`config.mk`:
```
export PLATFORM = sky130hd
export DESIGN_NAME = sha256_message_digest_flat
export DESIGN_NICKNAME = d
export VERILOG_FILES = /design/src/design/sha256_pkg.sv /design/src/design/sha256_req_if.sv /design/src/design/sha256_rsp_if.sv /design/src/design/sha256_core.sv /design/src/design/sha256_message_digest.sv /design/src/flat_wrapper.sv
export SDC_FILE = /design/constraint.sdc
export NUM_CORES = 2
export LEC_CHECK = 0
export BUFFER_PORTS_ARGS = -buffer_cell sky130_fd_sc_hd__buf_2
export CAP_MARGIN = 30
export CORE_MARGIN = 2
export CORE_UTILIZATION = 45
export DETAILED_ROUTE_END_ITERATION = 8
export SLEW_MARGIN = 10
export SYNTH_ARGS = -nofsm -noshare
export SYNTH_HDL_FRONTEND = slang
export SYNTH_SLANG_ARGS = --single-unit
```
`constraint.sdc`:
```
create_clock -name clock -period 13 [get_ports clock]
set_input_delay 2.6 -clock clock [delete_from_list [all_inputs] [get_ports clock]]
set_output_delay 2.6 -clock clock [all_outputs]
set_load 0.1 [all_outputs]
```
`src/design/sha256_pkg.sv`:
```
// ----------------------------------------------------------------------------
// sha256_pkg
// shared types and constants of the sha-256 digest engine
// ----------------------------------------------------------------------------
package sha256_pkg;

   localparam int WORD_W    = 32;
   localparam int ROUNDS    = 64;
   localparam int SCHED_LEN = 16;
   localparam int HASH_LEN  = 8;

   localparam logic [WORD_W-1:0] ROUND_K [ROUNDS] = '{
      32'h428a2f98, 32'h71374491, 32'hb5c0fbcf, 32'he9b5dba5,
      32'h3956c25b, 32'h59f111f1, 32'h923f82a4, 32'hab1c5ed5,
      32'hd807aa98, 32'h12835b01, 32'h243185be, 32'h550c7dc3,
      32'h72be5d74, 32'h80deb1fe, 32'h9bdc06a7, 32'hc19bf174,
      32'he49b69c1, 32'hefbe4786, 32'h0fc19dc6, 32'h240ca1cc,
      32'h2de92c6f, 32'h4a7484aa, 32'h5cb0a9dc, 32'h76f988da,
      32'h983e5152, 32'ha831c66d, 32'hb00327c8, 32'hbf597fc7,
      32'hc6e00bf3, 32'hd5a79147, 32'h06ca6351, 32'h14292967,
      32'h27b70a85, 32'h2e1b2138, 32'h4d2c6dfc, 32'h53380d13,
      32'h650a7354, 32'h766a0abb, 32'h81c2c92e, 32'h92722c85,
      32'ha2bfe8a1, 32'ha81a664b, 32'hc24b8b70, 32'hc76c51a3,
      32'hd192e819, 32'hd6990624, 32'hf40e3585, 32'h106aa070,
      32'h19a4c116, 32'h1e376c08, 32'h2748774c, 32'h34b0bcb5,
      32'h391c0cb3, 32'h4ed8aa4a, 32'h5b9cca4f, 32'h682e6ff3,
      32'h748f82ee, 32'h78a5636f, 32'h84c87814, 32'h8cc70208,
      32'h90befffa, 32'ha4506ceb, 32'hbef9a3f7, 32'hc67178f2
   };

   localparam logic [WORD_W-1:0] INIT_HASH [HASH_LEN] = '{
      32'h6a09e667, 32'hbb67ae85, 32'h3c6ef372, 32'ha54ff53a,
      32'h510e527f, 32'h9b05688c, 32'h1f83d9ab, 32'h5be0cd19
   };

   localparam logic [WORD_W-1:0] PAD_WORD    = 32'h8000_0000;
   localparam logic [2:0]        PAD_BYTES   = 3'd1;
   localparam logic [2:0]        WORD_BYTES  = 3'd4;
   localparam logic [5:0]        LEN_OFFSET  = 6'd56;
   localparam logic [3:0]        LEN_HI_IDX  = 4'd14;
   localparam logic [3:0]        LEN_LO_IDX  = 4'd15;
   localparam logic [2:0]        LAST_INDEX  = 3'd7;

   typedef enum logic [2:0] {
      ST_IDLE,
      ST_PAD,
      ST_ZERO,
      ST_LEN_HI,
      ST_LEN_LO,
      ST_HASH,
      ST_OUT
   } state_type;

   typedef struct packed {
      logic              start;
      logic              init;
      logic              wr_en;
      logic [3:0]        wr_index;
      logic [WORD_W-1:0] wr_data;
   } core_ctl_type;

   typedef struct packed {
      logic busy;
      logic done;
   } core_sts_type;

endpackage

```
`src/design/sha256_req_if.sv`:
```
// ----------------------------------------------------------------------------
// sha256_req_if
// message word channel with valid/ready handshake
// ----------------------------------------------------------------------------
interface sha256_req_if;
   logic        valid;
   logic        ready;
   logic [31:0] message_word;
   logic [2:0]  valid_bytes;
   logic        final_word;

   modport source (output valid, message_word, valid_bytes, final_word, input ready);
   modport sink   (input valid, message_word, valid_bytes, final_word, output ready);
endinterface

```
`src/design/sha256_rsp_if.sv`:
```
// ----------------------------------------------------------------------------
// sha256_rsp_if
// digest word channel with valid/ready handshake
// ----------------------------------------------------------------------------
interface sha256_rsp_if;
   logic        valid;
   logic        ready;
   logic [31:0] digest_word;
   logic [2:0]  word_index;
   logic        last_word;

   modport source (output valid, digest_word, word_index, last_word, input ready);
   modport sink   (input valid, digest_word, word_index, last_word, output ready);
endinterface

```
`src/design/sha256_core.sv`:
```
// ----------------------------------------------------------------------------
// sha256_core
// compression unit: one round per cycle over a 16-word schedule window,
// then a fold of the working variables into the chaining value
// ----------------------------------------------------------------------------
module sha256_core (
   input  logic                                           clock,
   input  logic                                           reset,
   input  sha256_pkg::core_ctl_type                       ctl,
   output sha256_pkg::core_sts_type                       sts,
   output logic [sha256_pkg::HASH_LEN-1:0][sha256_pkg::WORD_W-1:0] hash_value
);

   logic [sha256_pkg::WORD_W-1:0] chain_ff [sha256_pkg::HASH_LEN];
   logic [sha256_pkg::WORD_W-1:0] chain_in [sha256_pkg::HASH_LEN];
   logic [sha256_pkg::WORD_W-1:0] work_ff  [sha256_pkg::HASH_LEN];
   logic [sha256_pkg::WORD_W-1:0] work_in  [sha256_pkg::HASH_LEN];
   logic [sha256_pkg::WORD_W-1:0] sched_ff [sha256_pkg::SCHED_LEN];
   logic [sha256_pkg::WORD_W-1:0] sched_in [sha256_pkg::SCHED_LEN];
   logic [5:0]                    round_ff, round_in;
   logic                          busy_ff, busy_in;
   logic                          fold_ff, fold_in;

   logic [31:0] s0, s1, new_w, big0, big1, choose, major, t1, t2;

   function automatic logic [31:0] ror(input logic [31:0] x, input int n);
      ror = (x >> n) | (x << (32 - n));
   endfunction

   always_comb begin
      s0     = ror(sched_ff[1], 7) ^ ror(sched_ff[1], 18) ^ (sched_ff[1] >> 3);
      s1     = ror(sched_ff[14], 17) ^ ror(sched_ff[14], 19) ^ (sched_ff[14] >> 10);
      new_w  = sched_ff[0] + s0 + sched_ff[9] + s1;
      big1   = ror(work_ff[4], 6) ^ ror(work_ff[4], 11) ^ ror(work_ff[4], 25);
      choose = (work_ff[4] & work_ff[5]) ^ (~work_ff[4] & work_ff[6]);
      t1     = work_ff[7] + big1 + choose + sha256_pkg::ROUND_K[round_ff] + sched_ff[0];
      big0   = ror(work_ff[0], 2) ^ ror(work_ff[0], 13) ^ ror(work_ff[0], 22);
      major  = (work_ff[0] & work_ff[1]) ^ (work_ff[0] & work_ff[2])
               ^ (work_ff[1] & work_ff[2]);
      t2     = big0 + major;

      busy_in  = busy_ff;
      fold_in  = 1'b0;
      round_in = round_ff;
      chain_in = chain_ff;
      work_in  = work_ff;
      sched_in = sched_ff;

      if (ctl.wr_en) begin
         sched_in[ctl.wr_index] = ctl.wr_data;
      end
      if (ctl.start) begin
         busy_in  = 1'b1;
         round_in = '0;
         work_in  = chain_ff;
      end
      if (busy_ff) begin
         for (int i = 0; i < sha256_pkg::SCHED_LEN - 1; i++) begin
            sched_in[i] = sched_ff[i+1];
         end
         sched_in[sha256_pkg::SCHED_LEN-1] = new_w;
         work_in[7] = work_ff[6];
         work_in[6] = work_ff[5];
         work_in[5] = work_ff[4];
         work_in[4] = work_ff[3] + t1;
         work_in[3] = work_ff[2];
         work_in[2] = work_ff[1];
         work_in[1] = work_ff[0];
         work_in[0] = t1 + t2;
         round_in   = round_ff + 6'd1;
         if (round_ff == 6'(sha256_pkg::ROUNDS - 1)) begin
            busy_in = 1'b0;
            fold_in = 1'b1;
         end
      end
      if (fold_ff) begin
         for (int i = 0; i < sha256_pkg::HASH_LEN; i++) begin
            chain_in[i] = chain_ff[i] + work_ff[i];
         end
      end
      if (ctl.init) begin
         chain_in = sha256_pkg::INIT_HASH;
      end
   end

   always_ff @(posedge clock) begin
      if (reset) begin
         busy_ff  <= 1'b0;
         fold_ff  <= 1'b0;
         round_ff <= '0;
         chain_ff <= sha256_pkg::INIT_HASH;
      end else begin
         busy_ff  <= busy_in;
         fold_ff  <= fold_in;
         round_ff <= round_in;
         chain_ff <= chain_in;
      end
      work_ff  <= work_in;
      sched_ff <= sched_in;
   end

   always_comb begin
      for (int i = 0; i < sha256_pkg::HASH_LEN; i++) begin
         hash_value[i] = chain_ff[i];
      end
   end

   assign sts.busy = busy_ff | fold_ff;
   assign sts.done = fold_ff;

endmodule

```
`src/design/sha256_message_digest.sv`:
```
// ----------------------------------------------------------------------------
// sha256_message_digest
// streaming sha-256 engine: packs message bytes, pads, hashes, emits digest
// ----------------------------------------------------------------------------
// Message words are taken one at a time (ready only while idle) and their
// valid leading bytes are packed into the 64-byte block at byte granularity.
// A word that completes a block starts the compression unit, which runs one
// round per cycle: 64 rounds and then a fold into the chaining value; no
// further word is accepted until the compression is done. The final word
// adds padding and length insertion, one or two compressions, and then
// eight digest words, index 0 first, one per accepted cycle. After the
// eighth word the engine returns to its reset state for the next message.
module sha256_message_digest (
   input  logic         clock,
   input  logic         reset,
   sha256_req_if.sink   req_if,
   sha256_rsp_if.source rsp_if
);

   sha256_pkg::state_type state_ff, state_in;
   sha256_pkg::state_type ret_ff, ret_in;
   logic [5:0]  fill_ff, fill_in;
   logic [31:0] partial_ff, partial_in;
   logic [60:0] total_ff, total_in;
   logic [2:0]  idx_ff, idx_in;

   sha256_pkg::core_ctl_type core_ctl;
   sha256_pkg::core_sts_type core_sts;
   logic [sha256_pkg::HASH_LEN-1:0][sha256_pkg::WORD_W-1:0] hash_value;

   logic [31:0] abs_data, abs_mask;
   logic [2:0]  abs_cnt, req_cnt;
   logic [63:0] merged;
   logic [6:0]  fill_sum, fill_up;
   logic        word_done;
   logic [63:0] bit_len;

   sha256_core u_core (
      .clock      (clock),
      .reset      (reset),
      .ctl        (core_ctl),
      .sts        (core_sts),
      .hash_value (hash_value)
   );

   always_comb begin
      req_cnt   = (req_if.valid_bytes > sha256_pkg::WORD_BYTES) ?
                  sha256_pkg::WORD_BYTES : req_if.valid_bytes;
      abs_data  = (state_ff == sha256_pkg::ST_PAD) ? sha256_pkg::PAD_WORD
                                                  : req_if.message_word;
      abs_cnt   = (state_ff == sha256_pkg::ST_PAD) ? sha256_pkg::PAD_BYTES : req_cnt;
      abs_mask  = ~(32'hFFFF_FFFF >> {abs_cnt, 3'b000});
      merged    = {partial_ff, 32'h0} | ({abs_data & abs_mask, 32'h0} >> {fill_ff[1:0], 3'b000});
      fill_sum  = {1'b0, fill_ff} + {4'b0000, abs_cnt};
      word_done = ({1'b0, fill_ff[1:0]} + abs_cnt) >= sha256_pkg::WORD_BYTES;
      fill_up   = {1'b0, fill_ff[5:2], 2'b00} + 7'd4;
      bit_len   = {total_ff, 3'b000};

      state_in   = state_ff;
      ret_in     = ret_ff;
      fill_in    = fill_ff;
      partial_in = partial_ff;
      total_in   = total_ff;
      idx_in     = idx_ff;
      core_ctl   = '0;

      req_if.ready       = (state_ff == sha256_pkg::ST_IDLE);
      rsp_if.valid       = (state_ff == sha256_pkg::ST_OUT);
      rsp_if.digest_word = hash_value[idx_ff];
      rsp_if.word_index  = idx_ff;
      rsp_if.last_word   = (idx_ff == sha256_pkg::LAST_INDEX);

      unique case (state_ff)
         sha256_pkg::ST_IDLE, sha256_pkg::ST_PAD: begin
            if (state_ff == sha256_pkg::ST_PAD || req_if.valid) begin
               if (word_done) begin
                  core_ctl.wr_en    = 1'b1;
                  core_ctl.wr_index = fill_ff[5:2];
                  core_ctl.wr_data  = merged[63:32];
                  partial_in        = merged[31:0];
               end else begin
                  partial_in = merged[63:32];
               end
               fill_in = fill_sum[5:0];
               if (state_ff == sha256_pkg::ST_PAD) begin
                  ret_in = sha256_pkg::ST_ZERO;
               end else begin
                  total_in = total_ff + {58'd0, req_cnt};
                  ret_in   = req_if.final_word ? sha256_pkg::ST_PAD : sha256_pkg::ST_IDLE;
               end
               if (fill_sum[6]) begin
                  core_ctl.start = 1'b1;
                  state_in       = sha256_pkg::ST_HASH;
               end else begin
                  state_in = ret_in;
               end
            end
         end
         sha256_pkg::ST_ZERO: begin
            if (fill_ff == sha256_pkg::LEN_OFFSET) begin
               state_in = sha256_pkg::ST_LEN_HI;
            end else begin
               core_ctl.wr_en    = 1'b1;
               core_ctl.wr_index = fill_ff[5:2];
               core_ctl.wr_data  = partial_ff;
               partial_in        = '0;
               fill_in           = fill_up[5:0];
               if (fill_up[6]) begin
                  core_ctl.start = 1'b1;
                  ret_in         = sha256_pkg::ST_ZERO;
                  state_in       = sha256_pkg::ST_HASH;
               end
            end
         end
         sha256_pkg::ST_LEN_HI: begin
            core_ctl.wr_en    = 1'b1;
            core_ctl.wr_index = sha256_pkg::LEN_HI_IDX;
            core_ctl.wr_data  = bit_len[63:32];
            state_in          = sha256_pkg::ST_LEN_LO;
         end
         sha256_pkg::ST_LEN_LO: begin
            core_ctl.wr_en    = 1'b1;
            core_ctl.wr_index = sha256_pkg::LEN_LO_IDX;
            core_ctl.wr_data  = bit_len[31:0];
            core_ctl.start    = 1'b1;
            fill_in           = '0;
            ret_in            = sha256_pkg::ST_OUT;
            state_in          = sha256_pkg::ST_HASH;
         end
         sha256_pkg::ST_HASH: begin
            if (core_sts.done) begin
               state_in = ret_ff;
            end
         end
         sha256_pkg::ST_OUT: begin
            if (rsp_if.ready) begin
               if (idx_ff == sha256_pkg::LAST_INDEX) begin
                  core_ctl.init = 1'b1;
                  total_in      = '0;
                  partial_in    = '0;
                  fill_in       = '0;
                  idx_in        = '0;
                  state_in      = sha256_pkg::ST_IDLE;
               end else begin
                  idx_in = idx_ff + 3'd1;
               end
            end
         end
         default: begin
            state_in = sha256_pkg::ST_IDLE;
         end
      endcase
   end

   always_ff @(posedge clock) begin
      if (reset) begin
         state_ff   <= sha256_pkg::ST_IDLE;
         ret_ff     <= sha256_pkg::ST_IDLE;
         fill_ff    <= '0;
         partial_ff <= '0;
         total_ff   <= '0;
         idx_ff     <= '0;
      end else begin
         state_ff   <= state_in;
         ret_ff     <= ret_in;
         fill_ff    <= fill_in;
         partial_ff <= partial_in;
         total_ff   <= total_in;
         idx_ff     <= idx_in;
      end
   end

   a_done_in_hash: assert property (@(posedge clock) disable iff (reset)
      core_sts.done |-> state_ff == sha256_pkg::ST_HASH)
      else $error("compression finished outside hash state");

   a_no_write_busy: assert property (@(posedge clock) disable iff (reset)
      core_ctl.wr_en |-> !core_sts.busy)
      else $error("schedule written during compression");

   a_out_aligned: assert property (@(posedge clock) disable iff (reset)
      rsp_if.valid |-> (fill_ff == '0 && partial_ff == '0))
      else $error("digest out with block bytes pending");

   a_restart: assert property (@(posedge clock) disable iff (reset)
      (rsp_if.valid && rsp_if.ready && rsp_if.last_word)
      |=> (total_ff == '0 && state_ff == sha256_pkg::ST_IDLE))
      else $error("engine did not restart after last digest item");

endmodule
```
`src/flat_wrapper.sv`:
```
// flat-port wrapper written by rule: the top's interface ports become plain ports
module sha256_message_digest_flat 
  (clock, reset, req_if_valid, req_if_message_word, req_if_valid_bytes, req_if_final_word, req_if_ready, rsp_if_valid, rsp_if_digest_word, rsp_if_word_index, rsp_if_last_word, rsp_if_ready);
  sha256_req_if req_if_i ();
  sha256_rsp_if rsp_if_i ();
  input  logic clock;
  input  logic reset;
  input wire logic [$bits(req_if_i.valid)-1:0] req_if_valid;
  input wire logic [$bits(req_if_i.message_word)-1:0] req_if_message_word;
  input wire logic [$bits(req_if_i.valid_bytes)-1:0] req_if_valid_bytes;
  input wire logic [$bits(req_if_i.final_word)-1:0] req_if_final_word;
  output wire logic [$bits(req_if_i.ready)-1:0] req_if_ready;
  output wire logic [$bits(rsp_if_i.valid)-1:0] rsp_if_valid;
  output wire logic [$bits(rsp_if_i.digest_word)-1:0] rsp_if_digest_word;
  output wire logic [$bits(rsp_if_i.word_index)-1:0] rsp_if_word_index;
  output wire logic [$bits(rsp_if_i.last_word)-1:0] rsp_if_last_word;
  input wire logic [$bits(rsp_if_i.ready)-1:0] rsp_if_ready;
  assign req_if_i.valid = req_if_valid;
  assign req_if_i.message_word = req_if_message_word;
  assign req_if_i.valid_bytes = req_if_valid_bytes;
  assign req_if_i.final_word = req_if_final_word;
  assign req_if_ready = req_if_i.ready;
  assign rsp_if_valid = rsp_if_i.valid;
  assign rsp_if_digest_word = rsp_if_i.digest_word;
  assign rsp_if_word_index = rsp_if_i.word_index;
  assign rsp_if_last_word = rsp_if_i.last_word;
  assign rsp_if_i.ready = rsp_if_ready;
  sha256_message_digest u_core (.clock(clock), .reset(reset), .req_if(req_if_i), .rsp_if(rsp_if_i));
endmodule
```
==> metrics.md <==
| Metric | Value |
|---|---|
| Nets | `8,211` |
| CTS root buf | `clkbuf_16` |
| Fmax | `105 MHz` |
| EDFF count, synth | `768` |
| Hold-fix buffers, CTS | `0` |
| Post-DP HPWL | `198,000 um` |
| Multiplexer share of the synthesized area | `7.37%` |
| Final Skew | `0.0624 ns` |
| Area delta synth->final | `9.89%` |
| Most common cell in the netlist | `edfxtp_1` |
| Synth Cell Area | `76,500 um2` |
| Arrival @ worst endpoint | `10.05 ns` |
| Fin util | `49.7%` |
| Htree depth | `4` |
| CTS Buffer Depth | `3` |
| Post-synthesis compound-gate area fraction | `19.2%` |
| Fin Setup TNS | `0 ns` |
| Fillers | `15,500` |
| Tmin final | `9.53 ns` |
| Postcts setup bufs | `0` |
| Simple logic cell fraction of the synthesized area | `9.96%` |
| DRC Markers | `0` |
| Post-Syn Instances | `7,653` |
| Top cells by count, synth | `edfxtp_1 (768), nand2_1 (605), o21ai_0 (581)` |
| TritonCTS clock tree | `done` |
| Placed cell count | `9,645` |
| Row count | `151` |
| Routability congestion estimate | `0.980` |
| Synth unique cells | `93` |
| Die X | `416 um` |
| Hold depth | `2` |
| Hold wc startpoint | `u_core.rsp_if.word_index[2]` |
| Tightest Hold Check Type | `reg -> reg` |
| WL/cell | `27.2 um` |
| Setup-failing EPs final | `0` |
| Share of cells above drive strength 1 | `11.6%` |
| Final hold violations | `0` |
| Slew @ Worst Pin | `1.22 ns` |
| Max Slew Vio Count | `0` |
| R2R depth | `34` |
| Die area | `173,000 um2` |
| Vias | `60,900` |
| Crit-path slowest cell | `ha_1` |
| Startpoint types | `flip-flop` |
| Area leader, netlist | `edfxtp_1` |
| Synth Area in Adders | `12.0%` |
| Critical R2R Capture | `u_core.u_core.work_ff[254]` |
| Syn Nets | `8,293` |
| First-pass GRT wire length | `392,000 um` |
| RSZ-0062 raised after global routing | `no` |
| Antenna violations before repair | `3` |
| Sequential cell area fraction in the yosys report | `39.9%` |
| Syn_area_per_cell | `9.99 um2` |
| Most used cell, CP | `a21oi_1` |
| Asr flop ratio synth | `0%` |
| Fin cells | `9,903` |
| Worst Setup SP | `u_core.u_core.round_ff[0]` |
| CTS clk-pin slew, worst paths | `0.06 ns` |
| CP required | `13.52 ns` |
| Worst-skew pair later-pin latency | `0.83 ns` |
| # port buffers | `77` |
| Max-cap viol count | `0` |
| CTS sink count | `1,140` |
| Yosys warnings | `0` |
| Worst slew margin | `18.9%` |
| Area share of the largest cell type after synthesis | `30.2%` |
| Status | `finished, final reports clean` |
| Initial DRC count | `6,015` |
| IO Count | `78` |
| Flop-to-flop setup slack | `3.47 ns` |
| Final period util | `73.3%` |
| Die Ht | `416 um` |
| WS Path Type | `reg -> reg` |
| Initial Utilization | `45.2%` |
| Synthesis-stage register bit count | `1,140` |
| Crit end category | `flip-flop` |
| Antenna Nets Post-Route | `0` |
| WHS Endpoint | `u_core.rsp_if.word_index[2]` |
| Core Box Area | `169,000 um2` |
| Router iterations before antenna repair | `6` |
| Crit Path Max Fanout | `28` |
| Largest family of logic cells by synthesized area | `compound AO/OA/AOI/OAI gates` |
| DR vias/cell | `6.15` |
| Largest net degree at the start of global routing | `238` |
| Post-Synth XOR/XNOR Area | `7.19%` |
| Crit-path max cell delay | `0.76 ns` |
| Vias in the first global route | `58,900` |
| DRT Wirelength | `269,000 um` |
| Post-CTS Resized | `0` |
| Worst r2r src | `u_core.u_core.round_ff[0]` |
| CTS Buf Count | `134` |
| Ys flop type | `edfxtp_1` |
| Area contributors post-synth | `edfxtp_1 (30%), dfxtp_1 (9.7%), ha_1 (6.6%)` |
| GRT overflow | `0` |
| Total global-route track usage | `30.3%` |
==> worst max-delay path by stage <==
stage / to / slack (ns) / depth (start not counted)
after global routing: u_core.u_core.work_ff[254] / 2.51 / 33
after floorplan: u_core.u_core.round_ff[4] / 3.11 / 11
after detailed placement: u_core.u_core.work_ff[254] / 3.60 / 34
after CTS: u_core.u_core.work_ff[254] / 3.56 / 32
after global placement: u_core.u_core.work_ff[254] / 3.50 / 34
final: u_core.u_core.work_ff[254] / 3.47 / 34
==> sequential cells by signal (all words and copies together), names as in the netlist <==
| name | count |
|---|---|
| u_core.u_core.sched_ff | 512 |
| u_core.total_ff | 61 |
| u_core.u_core.hash_value | 256 |
| u_core.fill_ff | 6 |
| u_core.partial_ff | 32 |
| u_core.u_core.round_ff | 6 |
| u_core.u_core.work_ff | 256 |
| u_core.ret_ff | 3 |
| u_core.state_ff | 3 |
| u_core.u_core.busy_ff | 1 |
| u_core.u_core.fold_ff | 1 |
| u_core.rsp_if.word_index | 3 |
==> critical path, delay by kind of cell, from the launching register on <==
kind / cells / cell delay, ns
adder cells (fa/ha/maj): 5 / 2.39
AO/OA/AOI/OAI: 19 / 4.27
AND/OR/NAND/NOR: 4 / 1.16
buffers and inverters: 5 / 0.91
XOR/XNOR: 1 / 0.19
flip-flops: 1 / 0.30
==> cells in the final DEF, fill, tap and decap left out, types with 24 or more instances in the layout <==
cell type and n:
fa_1 197, mux2i_1 77, ha_1 403, and3_1 63
nand3_1 137, xor2_1 233, a31oi_1 67, clkbuf_1 35
clkinv_2 27, a21oi_1 485, o21a_1 58, inv_1 442
clkbuf_16 134, a21o_1 207, or3_1 34, mux4_2 68
nand2b_1 69, nor3_1 77, edfxtp_1 768, o31ai_1 29
a22oi_1 36, nand2_1 604, o211ai_1 29, a222oi_1 24
o21bai_1 47, nand4_1 36, xnor2_1 395, a211oi_1 51
o21ai_0 566, o21ai_2 37, nor2b_1 58, a22o_1 341
dfxtp_1 364, o22ai_1 26, buf_4 130, buf_2 78
nor2_1 535, mux2_2 296
==> per-stage QoR <==
stage / hold slack [ns] / instance area (um2) / setup slack [ns]
2_1_floorplan: 0.448 / 76500 / 3.11
3_3_place_gp: 0.454 / 79300 / 3.50
3_5_place_dp: 0.466 / 79400 / 3.60
4_1_cts: 0.474 / 83900 / 3.56
5_1_grt: 0.492 / 84000 / 2.51
6_report: 0.470 / 84000 / 3.47
==> cell families (layout without fill, tap and decap cells) <==
family / Yosys count / count (layout)
AOI/OAI and AO/OA: 2227 / 2227
other: 0 / 3
DFF: 1140 / 1140
and+or+nand+nor: 1706 / 1706
muxes: 441 / 441
xor gates and xnor gates: 628 / 628
buffers and inverters: 889 / 918
adders and majority gates: 622 / 622
==> cell type report <==
| type | count | area [um2] | area share (%) |
|---|---|---|---|
| multi-input combinational | 5624 | 42900 | 51.1 |
| sequential | 1140 | 30500 | 36.3 |
| clock buffer | 177 | 3590 | 4.28 |
| tap | 2218 | 2780 | 3.30 |
| inverter | 449 | 1700 | 2.02 |
| timing repair buffer | 222 | 1610 | 1.91 |
| clock inverter | 70 | 888 | 1.06 |
| antenna | 3 | 7.51 | 0.00893 |
==> per-layer routing <==
metal	track usage, %	part of all wire [%]	up-vias
met5	0	0	-
met4	14.8	5.5	0
li1	-	-	27700
met2	51.0	48	2277
met1	38.3	41	30400
met3	3.97	5.9	507
Power is left out: the tool's default activity adds up to more than one toggle a clock period on the data nets, which glitch-free logic cannot reach.
